<file path="src/rtl/lpmd_pkg.sv">
// lpmd_pkg: types and constants for the length-prefixed multipart deframer
// no dependencies; imported by length_prefixed_multipart_deframer

package lpmd_pkg;

  typedef enum logic [2:0] {
    PH_SEQ_LEN   = 3'd0,
    PH_SEQ_BYTES = 3'd1,
    PH_FLAGS     = 3'd2,
    PH_COUNT     = 3'd3,
    PH_PART_LEN  = 3'd4,
    PH_PART_DATA = 3'd5,
    PH_TRAILING  = 3'd6
  } phase_t;

  typedef enum logic [2:0] {
    KIND_HEADER = 3'd0,
    KIND_BYTE   = 3'd1,
    KIND_EMPTY  = 3'd2,
    KIND_DONE   = 3'd3,
    KIND_SHORT  = 3'd4,
    KIND_TRUNC  = 3'd5
  } kind_t;

  typedef struct packed {
    kind_t       kind;
    logic [63:0] seq_number;
    logic        seq_exact;
    logic [7:0]  flag_bits;
    logic [15:0] part_total;
    logic [15:0] part_index;
    logic [7:0]  data_byte;
    logic        part_done;
    logic        fragment_continues;
    logic        last_result;
  } result_t;

  localparam logic [15:0] SEQ_FULL_LEN   = 16'd8;
  localparam logic [7:0]  FLAG_CONTINUES = 8'd2;
  localparam int          RES_DEPTH      = 4;
  localparam int          RES_PTR_W      = $clog2(RES_DEPTH);
  localparam int          RES_CNT_W      = $clog2(RES_DEPTH + 1);
  localparam int          TDATA_W        = 120;

endpackage

</file>
<file path="src/rtl/length_prefixed_multipart_deframer.sv">
// length_prefixed_multipart_deframer: byte-wise parser of length-prefixed multipart packets
// depends on lpmd_pkg
//
// channel  dir  tdata (low bit up)                              tuser  tlast
// s_axis   in   in_byte                                         -      packet_end
// m_axis   out  seq_number, seq_exact, flag_bits, part_total,   kind   last_result
//               part_index, data_byte, part_done,
//               fragment_continues, zero pad to 120 bits
//
// one byte per cycle: a byte is held in the input register, then the parse
// logic updates the field state and pushes zero, one or two results into a 4-entry
// result queue; a byte waits while fewer than two queue entries are free.
// reset clears the parse state and empties the queue; no clearing pass.
// a stalled m_axis side fills the queue and then holds s_axis_tready low.

module length_prefixed_multipart_deframer
  import lpmd_pkg::*;
(
  input  logic               clk,
  input  logic               rst,
  input  logic               s_axis_tvalid,
  output logic               s_axis_tready,
  input  logic [7:0]         s_axis_tdata,   // in_byte
  input  logic               s_axis_tlast,
  output logic               m_axis_tvalid,
  input  logic               m_axis_tready,
  // seq_number, seq_exact, flag_bits, part_total, part_index, data_byte,
  // part_done, fragment_continues, zero pad
  output logic [TDATA_W-1:0] m_axis_tdata,
  output logic [2:0]         m_axis_tuser,   // kind
  output logic               m_axis_tlast
);

  // input register
  logic       in_valid;
  logic [7:0] in_byte;
  logic       in_end;

  // parse state
  phase_t      phase, phase_next;
  logic [15:0] field_counter, field_counter_next;
  logic [15:0] seq_len_reg, seq_len_reg_next;
  logic [63:0] seq_accum, seq_accum_next;
  logic [7:0]  flags_reg, flags_reg_next;
  logic [15:0] count_reg, count_reg_next;
  logic [15:0] part_number, part_number_next;
  logic [15:0] part_remaining, part_remaining_next;
  logic [7:0]  length_high, length_high_next;

  // result queue
  result_t               res_q [RES_DEPTH];
  logic [RES_PTR_W-1:0]  wr_ptr, rd_ptr;
  logic [RES_CNT_W-1:0]  res_count;

  logic        process;
  logic        pop;
  logic [15:0] field16;
  logic [15:0] seq_cnt_inc;
  logic [15:0] part_inc;
  logic [15:0] rem_dec;
  logic        frag;
  result_t     res_a, res_b;
  logic [1:0]  res_n;

  assign process     = in_valid && (res_count <= RES_CNT_W'(RES_DEPTH - 2));
  assign pop         = m_axis_tvalid && m_axis_tready;
  assign s_axis_tready = !in_valid || process;

  assign field16     = {length_high, in_byte};
  assign seq_cnt_inc = field_counter + 16'd1;
  assign part_inc    = part_number + 16'd1;
  assign rem_dec     = part_remaining - 16'd1;
  assign frag        = ({1'b0, part_number} + 17'd1 == {1'b0, count_reg}) &&
                       (flags_reg == FLAG_CONTINUES);

  // next state
  always_comb begin
    phase_next          = phase;
    field_counter_next  = field_counter;
    seq_len_reg_next    = seq_len_reg;
    seq_accum_next      = seq_accum;
    flags_reg_next      = flags_reg;
    count_reg_next      = count_reg;
    part_number_next    = part_number;
    part_remaining_next = part_remaining;
    length_high_next    = length_high;
    case (phase)
      PH_SEQ_LEN: begin
        if (field_counter == 16'd0) begin
          length_high_next   = in_byte;
          field_counter_next = 16'd1;
        end else begin
          seq_len_reg_next   = field16;
          field_counter_next = 16'd0;
          phase_next         = (field16 != 16'd0) ? PH_SEQ_BYTES : PH_FLAGS;
        end
      end
      PH_SEQ_BYTES: begin
        seq_accum_next     = {seq_accum[55:0], in_byte};
        field_counter_next = seq_cnt_inc;
        if (seq_cnt_inc == seq_len_reg) begin
          field_counter_next = 16'd0;
          phase_next         = PH_FLAGS;
        end
      end
      PH_FLAGS: begin
        flags_reg_next     = in_byte;
        field_counter_next = 16'd0;
        phase_next         = PH_COUNT;
      end
      PH_COUNT: begin
        if (field_counter == 16'd0) begin
          length_high_next   = in_byte;
          field_counter_next = 16'd1;
        end else begin
          count_reg_next     = field16;
          field_counter_next = 16'd0;
          part_number_next   = 16'd0;
          phase_next         = (field16 == 16'd0) ? PH_TRAILING : PH_PART_LEN;
        end
      end
      PH_PART_LEN: begin
        if (field_counter == 16'd0) begin
          length_high_next   = in_byte;
          field_counter_next = 16'd1;
        end else begin
          field_counter_next = 16'd0;
          if (field16 == 16'd0) begin
            part_number_next = part_inc;
            phase_next       = (part_inc == count_reg) ? PH_TRAILING : PH_PART_LEN;
          end else begin
            part_remaining_next = field16;
            phase_next          = PH_PART_DATA;
          end
        end
      end
      PH_PART_DATA: begin
        part_remaining_next = rem_dec;
        if (rem_dec == 16'd0) begin
          part_number_next   = part_inc;
          field_counter_next = 16'd0;
          phase_next         = (part_inc == count_reg) ? PH_TRAILING : PH_PART_LEN;
        end
      end
      default: begin
      end
    endcase
  end

  // results for the byte in the input register
  always_comb begin
    result_t hdr;
    result_t m0, m1, e0;
    logic    m0_v, m1_v, e0_v;

    hdr                    = '0;
    hdr.seq_number         = seq_accum_next;
    hdr.seq_exact          = (seq_len_reg_next == SEQ_FULL_LEN);
    hdr.flag_bits          = flags_reg_next;
    hdr.part_total         = count_reg_next;

    m0   = hdr;
    m1   = hdr;
    m1.kind = KIND_DONE;
    m0_v = 1'b0;
    m1_v = 1'b0;

    case (phase)
      PH_COUNT: begin
        if (field_counter != 16'd0) begin
          m0.kind = KIND_HEADER;
          m0_v    = 1'b1;
          m1_v    = (field16 == 16'd0);
        end
      end
      PH_PART_LEN: begin
        if (field_counter != 16'd0 && field16 == 16'd0) begin
          m0.kind               = KIND_EMPTY;
          m0.part_index         = part_number;
          m0.part_done          = 1'b1;
          m0.fragment_continues = frag;
          m0_v                  = 1'b1;
          m1_v                  = (part_inc == count_reg);
        end
      end
      PH_PART_DATA: begin
        m0.kind               = KIND_BYTE;
        m0.part_index         = part_number;
        m0.data_byte          = in_byte;
        m0.part_done          = (rem_dec == 16'd0);
        m0.fragment_continues = frag;
        m0_v                  = 1'b1;
        m1_v                  = (rem_dec == 16'd0) && (part_inc == count_reg);
      end
      default: begin
      end
    endcase

    e0   = '0;
    e0_v = 1'b0;
    if (in_end) begin
      if (phase_next == PH_SEQ_LEN || phase_next == PH_SEQ_BYTES ||
          phase_next == PH_FLAGS || phase_next == PH_COUNT) begin
        e0.kind = KIND_SHORT;
        e0_v    = 1'b1;
      end else if (phase_next == PH_PART_LEN || phase_next == PH_PART_DATA) begin
        e0            = hdr;
        e0.kind       = KIND_TRUNC;
        e0.part_index = part_number_next;
        e0_v          = 1'b1;
      end
    end

    res_a = m0_v ? m0 : e0;
    res_b = m1_v ? m1 : e0;
    res_n = 2'(m0_v) + 2'(m1_v) + 2'(e0_v);
    res_a.last_result = (res_n == 2'd1);
    res_b.last_result = 1'b1;
  end

  always_ff @(posedge clk) begin
    if (rst) begin
      in_valid <= 1'b0;
    end else if (s_axis_tready) begin
      in_valid <= s_axis_tvalid;
    end
    if (s_axis_tready && s_axis_tvalid) begin
      in_byte <= s_axis_tdata;
      in_end  <= s_axis_tlast;
    end
  end

  always_ff @(posedge clk) begin
    if (rst || (process && in_end)) begin
      phase          <= PH_SEQ_LEN;
      field_counter  <= '0;
      seq_len_reg    <= '0;
      seq_accum      <= '0;
      flags_reg      <= '0;
      count_reg      <= '0;
      part_number    <= '0;
      part_remaining <= '0;
      length_high    <= '0;
    end else if (process) begin
      phase          <= phase_next;
      field_counter  <= field_counter_next;
      seq_len_reg    <= seq_len_reg_next;
      seq_accum      <= seq_accum_next;
      flags_reg      <= flags_reg_next;
      count_reg      <= count_reg_next;
      part_number    <= part_number_next;
      part_remaining <= part_remaining_next;
      length_high    <= length_high_next;
    end
  end

  // result queue
  always_ff @(posedge clk) begin
    if (rst) begin
      wr_ptr    <= '0;
      rd_ptr    <= '0;
      res_count <= '0;
    end else begin
      if (process) begin
        wr_ptr <= wr_ptr + RES_PTR_W'(res_n);
      end
      if (pop) begin
        rd_ptr <= rd_ptr + RES_PTR_W'(1);
      end
      res_count <= res_count + (process ? RES_CNT_W'(res_n) : RES_CNT_W'(0))
                   - RES_CNT_W'(pop);
    end
    if (process && res_n != 2'd0) begin
      res_q[wr_ptr] <= res_a;
    end
    if (process && res_n == 2'd2) begin
      res_q[wr_ptr + RES_PTR_W'(1)] <= res_b;
    end
  end

  always_comb begin
    result_t head;
    head          = res_q[rd_ptr];
    m_axis_tvalid = (res_count != '0);
    m_axis_tuser  = head.kind;
    m_axis_tlast  = head.last_result;
    m_axis_tdata  = {5'd0, head.fragment_continues, head.part_done, head.data_byte,
                     head.part_index, head.part_total, head.flag_bits,
                     head.seq_exact, head.seq_number};
  end

endmodule
</file>
<file path="config.mk">
export PLATFORM = sky130hd
export DESIGN_NAME = length_prefixed_multipart_deframer
export DESIGN_NICKNAME = d
export VERILOG_FILES = /design/src/rtl/lpmd_pkg.sv /design/src/rtl/length_prefixed_multipart_deframer.sv
export SDC_FILE = /design/constraint.sdc
export NUM_CORES = 1
export LEC_CHECK = 0
export BUFFER_PORTS_ARGS = -buffer_cell sky130_fd_sc_hd__clkbuf_2
export CAP_MARGIN = 25
export CORE_MARGIN = 4
export CORE_UTILIZATION = 45
export DETAILED_ROUTE_END_ITERATION = 10
export PLACE_DENSITY = 0.68
export SYNTH_ARGS = -nofsm -noshare
export SYNTH_HDL_FRONTEND = slang
export SYNTH_SLANG_ARGS = --single-unit
</file>
<file path="constraint.sdc">
create_clock -name clk -period 8.5 [get_ports clk]
set_clock_uncertainty 0.15 [all_clocks]
set_input_delay 1.7 -clock clk [delete_from_list [all_inputs] [get_ports clk]]
set_output_delay 1.7 -clock clk [all_outputs]
set_load 0.03 [all_outputs]
</file>
### Yosys cells after proc, flatten, opt, wreduce, memory -nomap -nowiden

Memories as Yosys holds them, arrays and structs flattened. A register that Yosys moved wholly into a read port is not among the register bits.
Cells that the tools add are included.
Widths: inputs -> output; s select.

* bits in registers: 180
* output and inout port bits: 126
* memories kept: 1
* input bits: 13
* memory bits (read-only): 0
* bits in latches: 0
* word-level logic and storage cells: 136
* RAM bits: 476

Memories
* res_q: depth 4, width 119, read ports 1, clocked after memory_dff 1, write ports 2, RTL line length_prefixed_multipart_deframer.sv:51 `result_t res_q [RES_DEPTH];`

* equal/unequal tests: 20
* shift-type cells: 0
* order comparisons: 1
* multiplexer cells: 57
* bitwise gates (word level): 0
* add/sub/neg operators: 11
* reduce and logical (&&, ||, !) cells: 31
* multipliers: 0
* divide/modulo/power cells: 0

Operator list (count)
* $mux 119: 4
* $mux 16: 13
* $mux 116: 1
* $mux 64: 1
* $pmux 16 s2: 2
* $pmux 16 s4: 1
* $logic_not 16->1: 3
* $pmux 16 s3: 1
* $add 16x1->16 const B: 2
* $eq 16x16->1: 2
* $reduce_bool 16->1: 2
* $mux 2: 9
* $mux 3: 6
* $pmux 3 s6: 1
* $add 16x1->17 const B: 1
* $eq 17x16->1: 1
* $eq 16x4->1 const B: 1
* $mux 8: 2
* $sub 16x1->16 const B: 1
* $eq 3x2->1 const B: 4
* $eq 3x3->1 const B: 4
* $mux 1: 12
* $logic_and 1x1->1: 9
* $eq 8x2->1 const B: 1
* 22 further kinds: 36

### Depth between registers and ports, before layout

Gate-level depths: netlist (run 1).

* depth after elaboration: 17
* gate-level depth with buffers: 22
* mapped depth without buffers: 19

### Worst setup path before layout (run 1)

Ideal clock, no wire load.

* path kind: reg-to-reg
* start point: reg part_remaining[0]
* end point: mem res_q[3][106] (netlist bit) (data pin)
* arrival time: 7107 ps
* slack: 1102 ps
* stages on the path, launching flop included: 23
* data required time: 8209 ps
* path buffers: 3
* period minus slack after synthesis: 7398 ps
* path through: dfxtp_1 > inv_1 > ha_1 > clkbuf_1 > nor2_1 > a32o_1 > a22oi_1 > or2_2 > o41a_1 > o21ai_0 > inv_1 > fa_1 > nor3_1 > inv_1 > a21oi_1 > nor2_1 > inv_1 > nand2_1 > a41oi_1 > a221oi_4 > buf_6 > buf_6 > nor2_1

RTL lines
* from (decl): RTL line length_prefixed_multipart_deframer.sv:47 `logic [15:0] part_remaining, part_remaining_next;`
* from (signal assigned): RTL line length_prefixed_multipart_deframer.sv:252 `part_remaining <= part_remaining_next;`
* to (decl): RTL line length_prefixed_multipart_deframer.sv:51

==> results of run 1 <==
==> metal layers <==
| metal | track usage | vias to the layer above | share of wire | wire, um |
|---|---|---|---|---|
| li1 | - | 9670 | - | - |
| met1 | 0.297 | 10700 | 0.41 | 33400 |
| met2 | 0.391 | 843 | 0.50 | 40600 |
| met3 | 0.0328 | 135 | 0.063 | 5130 |
| met4 | 0.0705 | 0 | 0.027 | 2170 |
| met5 | 0 | - | 0 | 0 |
==> how the worst max path moves through the flow <==
stage,slack [ns],from,cells past startpoint,to
2_1_floorplan,1.10,part_remaining[0],22,res_q[3][106]
3_3_place_gp,1.28,part_remaining[0],17,res_q[1][35]
3_5_place_dp,1.34,part_number[0],16,res_q[0][36]
4_1_cts,1.29,part_number[0],16,res_q[0][36]
5_1_grt,0.73,part_number[0],16,res_q[0][47]
6_report,1.21,part_number[0],16,res_q[0][36]
==> per-stage QoR <==
step	std cells	setup WS, ns	cell area, sq um	total power, mW	hold WS [ns]
final	3535	1.21	33800	8.51	0.307
after global routing	3535	0.731	33800	8.83	0.335
after CTS	3530	1.29	33700	8.56	0.309
after detailed placement	3396	1.34	31300	5.50	0.296
after global placement	3391	1.28	31300	5.48	0.284
after floorplan	2588	1.10	30100	4.99	0.270
==> critical path, stage by stage (launching register included) <==
cell,delay (ns)
dfxtp_1,0.65
ha_1,0.40
nand3_1,0.28
o31a_1,0.40
or4_1,0.50
nand3_1,0.11
nand4_1,0.21
o21ai_0,0.53
inv_1,0.24
fa_1,0.73
a211oi_1,0.20
and2_1,0.34
nor2_1,0.79
a311oi_1,0.17
nor2_4,0.68
buf_4,0.48
nor2_1,0.09
==> cell type report <==
class | count | area share
multi-input combinational | 1685 | 0.343
inverter | 27 | 0.00330
clock buffer | 101 | 0.0619
timing repair buffer | 167 | 0.0313
tap | 864 | 0.0320
clock inverter | 33 | 0.00763
sequential | 658 | 0.521
==> synth_stat cells (5+ instances only) <==
master / instances
nor2b_1: 10
nand3_1: 42
buf_2: 26
nor2_1: 544
dfxtp_1: 217
nand2_1: 166
ha_1: 9
xnor2_1: 25
buf_1: 30
mux2i_1: 98
nand2b_1: 10
or3_1: 9
and3_1: 21
a21oi_1: 118
o21ai_0: 94
a211oi_1: 81
buf_4: 6
o22ai_1: 17
mux4_2: 119
and4_1: 11
o211ai_1: 7
nor3_1: 40
nor4_1: 23
inv_1: 27
nand3b_1: 6
nor4b_1: 8
a21o_1: 9
o32ai_1: 9
xor2_1: 18
or4_1: 8
nand4_1: 18
a22o_1: 17
clkbuf_1: 150
or2_2: 8
a22oi_1: 10
o21a_1: 7
edfxtp_1: 441
a32o_1: 34
a31oi_1: 6
a2bb2oi_1: 5
==> power groups by stage <==
stage	clock, mW	combinational [mW]	sequential (mW)
finish	3.07	1.76	3.68
global route	3.25	1.88	3.70
CTS	3.11	1.77	3.68
detailed placement	0	1.76	3.74
global placement	0	1.75	3.74
floorplan	0	1.35	3.64
==> logic make-up (layout without fill, tap and decap cells) <==
group / after synthesis / count (layout) / share of synthesized area
flip-flops: 658 / 658 / 0.584
buffers and inverters: 245 / 328 / 0.0335
AO/OA/AOI/OAI: 462 / 462 / 0.103
adder cells (fa/ha/maj): 11 / 11 / 0.00507
XOR/XNOR: 44 / 44 / 0.0133
other: 1 / 5 / 0.000125
multiplexers: 218 / 218 / 0.122
AND/OR/NAND/NOR: 945 / 945 / 0.139
==> placed cells by master, fill, tap and decap left out, types with 25 or more instances in the layout <==
master and n:
nand2_1 166, a211oi_1 81, mux4_2 119, a32o_1 34
dfxtp_1 215, o21ai_0 94, nor3_1 40, a21oi_1 118
clkbuf_16 75, edfxtp_1 441, nand3_1 42, nor2_1 541
xnor2_1 25, clkbuf_2 135, mux2i_1 98
==> results.ini, run 1 <==
[run_status]
status=finished, final reports clean

[power]
power.share.clock=0.361
powerDensity_nw_per_um2=252
switchingPower_mw=2.60
switching_share=0.305
p_int_mw=5.92
peakVddDrop_mv=0.170
seq_power_share=0.432
pwr-share-comb=0.207
p_leak_nw=10.3

[worst_setup_path]
rr_worst_depth=16
start_kind=flop
worstSetupEndpointType=flop
reg2reg_from=part_number[0]
crit_type=reg -> reg
worstPathMaxFanout=29
r2r-end=res_q[0][36]
crit_arrival_ns=7.47
worst_ep_required_time_ns=8.68
r2r_slack_ns=1.21

[cts]
cts_setup_buffers=0
cts_tree=yes
htreeDepth=3
cts_buffers=72
numClockSinks=658
cts_root_buf=clkbuf_16
clockBufferDepth=3
holdBufCountCts=0
ctsResizeCount=0
clk_pin_slew_ns=0.06
insertion_delay_ns=0.61

[finish]
multiInputGateArea_sq_um=11600
regArea_sq_um=17600
largest_reg_flops=476
fin_nets=2635
fin_util=0.512
num_antenna_cells=0
syn_to_final_growth_pct=12.2
drive_gt1_frac=0.162
fillers=5618
top_regs=res_q (476), seq_accum (64)
regMostFlops=res_q

[sta]
slew_headroom=0.272
setup_viol=0
fin_setup_tns_ns=0
report.final.slew_viol_count=0
tightest_slew_ns=1.09
fmax_mhz=137
period_minus_slack_ns=7.29
hold_viol_final=0
period_share=0.857
rsz0062_at_grt=no

[route]
ant_nets=0
wl_per_cell_um=23.0
drt-pass1-iter-count=8
num_vias=21400
wirelength_mm=81.3
post-route-drc-count=0
post_drt_via_cell_ratio=6.04
drt-initial-drc-count=2379

[flow_run]
max_cap_violations=0

[die]
core_sq_um=66000
initial_core_util=0.456
rows=94
ios=139
fp.dieH_um=267
dieArea_sq_um=71100
die_width_um=267

[grt]
antenna_found_initial=0
grt-ovfl-total=0
grt_pass1_vias=21100
grt_max_degree=110
grt_pass1_wl_mm=126
grt_use_total=0.226

[logic_synthesis]
synth_flop_cell=edfxtp_1
ys_ff_latch=658
yosys_warnings=0
syn_inst=2584
synth_largest_area_cell=edfxtp_1
syn_area_sq_um=30100
synth_edf_count=441
synth_area_per_cell_sq_um=11.6
yosysUniqueCellTypes=83
yosysTopAreaCellShare=0.440
seq_area_frac_synth=0.584
ys_top_cells_by_area=edfxtp_1, dfxtp_1, mux4_2
async_reset_ff_frac=0

[worst_hold_path]
holdPathEnd=res_q[2][2]
hp-start=res_q[2][2]
hold_depth=2
min_path_type=reg -> reg

[place]
io_buffers=133
place_congestion=0.920
hpwl_mm=50.1

Note: power is estimated with default switching activity, not from simulation.
==> run 2: changes to the inputs <==
Settings changed: CORE_UTILIZATION 45 to 40, PLACE_DENSITY 0.68 to 0.63.
==> run 2 against run 1 <==
Die area up 12%. Worst hold slack better by 0.0067 ns. Non-clock buffer count up 3. Core utilization down 5.7 points. Combinational power about the same. Via count down 0.93%. Register-to-register slack better by 0.04 ns. Critical endpoint is now res_q[1][112]. Largest cell class unchanged. Largest power group unchanged.
==> results.ini, run 2 (synthesis gave the netlist of run 1 again) <==
[die]
fp.dieH_um=282
ios=139
initial_core_util=0.404
dieArea_sq_um=79700
die_width_um=282
core_sq_um=74600
rows=100

[grt]
grt_use_total=0.208
use_met3=0.0319
antenna_found_initial=0
grt_pass1_wl_mm=127
grt_max_degree=182
use_met2=0.355
grt-ovfl-total=0
grt_pass1_vias=20900
grtUsageMet1=0.270
top_usage_layer=met2

[cts]
cts_buffers=71
cts_setup_buffers=0
cts_tree=yes
holdBufCountCts=0
htreeDepth=3
insertion_delay_ns=0.61
cts_root_buf=clkbuf_16
clockBufferDepth=3
clk_pin_slew_ns=0.07
ctsResizeCount=0
numClockSinks=658

[sta]
period_minus_slack_ns=7.24
slew_headroom=0.224
tightest_slew_ns=1.15
report.final.slew_viol_count=0
fmax_mhz=138
period_share=0.852
setup_viol=0
rsz0062_at_grt=no
fin_setup_tns_ns=0
hold_viol_final=0

[worst_setup_path]
r2r-end=res_q[1][112]
crit_type=reg -> reg
critPathCapture=res_q[1][112]
worstSetupEndpointType=flop
max_stage_delay_ns=0.79
cp_cell_sequence=ha_1 > nand3_1 > o31a_1 > or4_1 > nand3_1 > nand4_1 > o21ai_0 > inv_1 > fa_1 > nor3_1 > inv_1 > a21oi_1 > buf_4 > nor2_1 > inv_4 > buf_4
crit_arrival_ns=7.35
worstPathMaxFanout=33
rr_worst_depth=16
reg2reg_from=part_number[0]
startpoint=part_number[0]
worst_ep_required_time_ns=8.61
r2r_slack_ns=1.26
crit_slowest_cell=nor3_1
start_kind=flop

[power]
total_power_mw=8.56
p_leak_nw=10.5
peakVddDrop_mv=0.148
powerDensity_nw_per_um2=253

[finish]
syn_to_final_growth_pct=12.7
fin_util=0.455
layout_commonest_cell=nor2_1
regArea_sq_um=17600
largest_reg_flops=476
top_regs=res_q (476), seq_accum (64)
final_cell_mix=nor2_1, edfxtp_1, dfxtp_1
num_antenna_cells=0
fillers=6690
fin_area_sq_um=33900
multiInputGateArea_sq_um=11600
drive_gt1_frac=0.161
fin_nets=2637
regMostFlops=res_q

[route]
post_drt_via_cell_ratio=5.82
wl_per_cell_um=23.1
post-route-drc-count=0
wirelength_mm=84.0
ant_nets=0
num_vias=21200
drt-pass1-iter-count=5
drt-initial-drc-count=1989

[run_status]
status=finished, final reports clean

[flow_run]
max_cap_violations=0

[place]
io_buffers=133
place_congestion=0.918
placed_area_sq_um=31500
hpwl_mm=52.3

[worst_hold_path]
min_path_type=reg -> reg

run 2: changes by cell type in the layout (fill, tap and decap cells not counted), moves of 4 or more:
cell	delta
clkinv_2	-8
buf_4	+6
clkinvlp_4	+6
bufinv_16	+5
clkbuf_16	-4
run 2: worst min-delay path by stage:
| stage | from | slack, ns | cells past startpoint | endpoint |
|---|---|---|---|---|
| 2_1_floorplan | res_q[2][2] | 0.27 | 2 | res_q[2][2] |
| 3_3_place_gp | res_q[2][2] | 0.29 | 2 | res_q[2][2] |
| 3_5_place_dp | res_q[2][8] | 0.30 | 1 | res_q[2][8] |
| 4_1_cts | res_q[2][2] | 0.31 | 2 | res_q[2][2] |
| 5_1_grt | res_q[2][4] | 0.34 | 1 | res_q[2][4] |
| 6_report | res_q[2][2] | 0.31 | 2 | res_q[2][2] |
run 2: area by class of cell:
cell class,count,share of cell area
clock buffer,91,0.0570
clock inverter,39,0.0125
inverter,27,0.00328
multi-input combinational,1685,0.341
sequential,658,0.519
tap,969,0.0357
timing repair buffer,170,0.0315
run 2: critical path: cells and delay by family, from the launching register on:
| family | cells | cell delay [ns] |
|---|---|---|
| adder cells (fa/ha/maj) | 2 | 0.97 |
| AO/OA/AOI/OAI | 3 | 1.13 |
| buffers and inverters | 5 | 1.80 |
| flip-flops | 1 | 0.67 |
| AND/OR/NAND/NOR | 6 | 2.11 |
run 2: report_power, final:
| group | internal, mW | switching, mW |
|---|---|---|
| clock | 1.81 | 1.31 |
| sequential | 3.52 | 0.184 |
| combinational | 0.630 | 1.11 |
run 2: layer usage:
metal / part of all wire / wire length [um]
met1: 0.41 / 34400
met2: 0.50 / 41800
met3: 0.059 / 4990
met4: 0.033 / 2790
met5: 0 / 0
run 2: metrics by stage:
stage               worst slack (ns)  hold slack [ns]  instances
detailed placement              1.41            0.299       3502
finish                          1.26            0.314       3639
CTS                             1.42            0.309       3632
global placement                1.64            0.290       3501
global route                   0.793            0.336       3639
floorplan                       1.10            0.270       2588
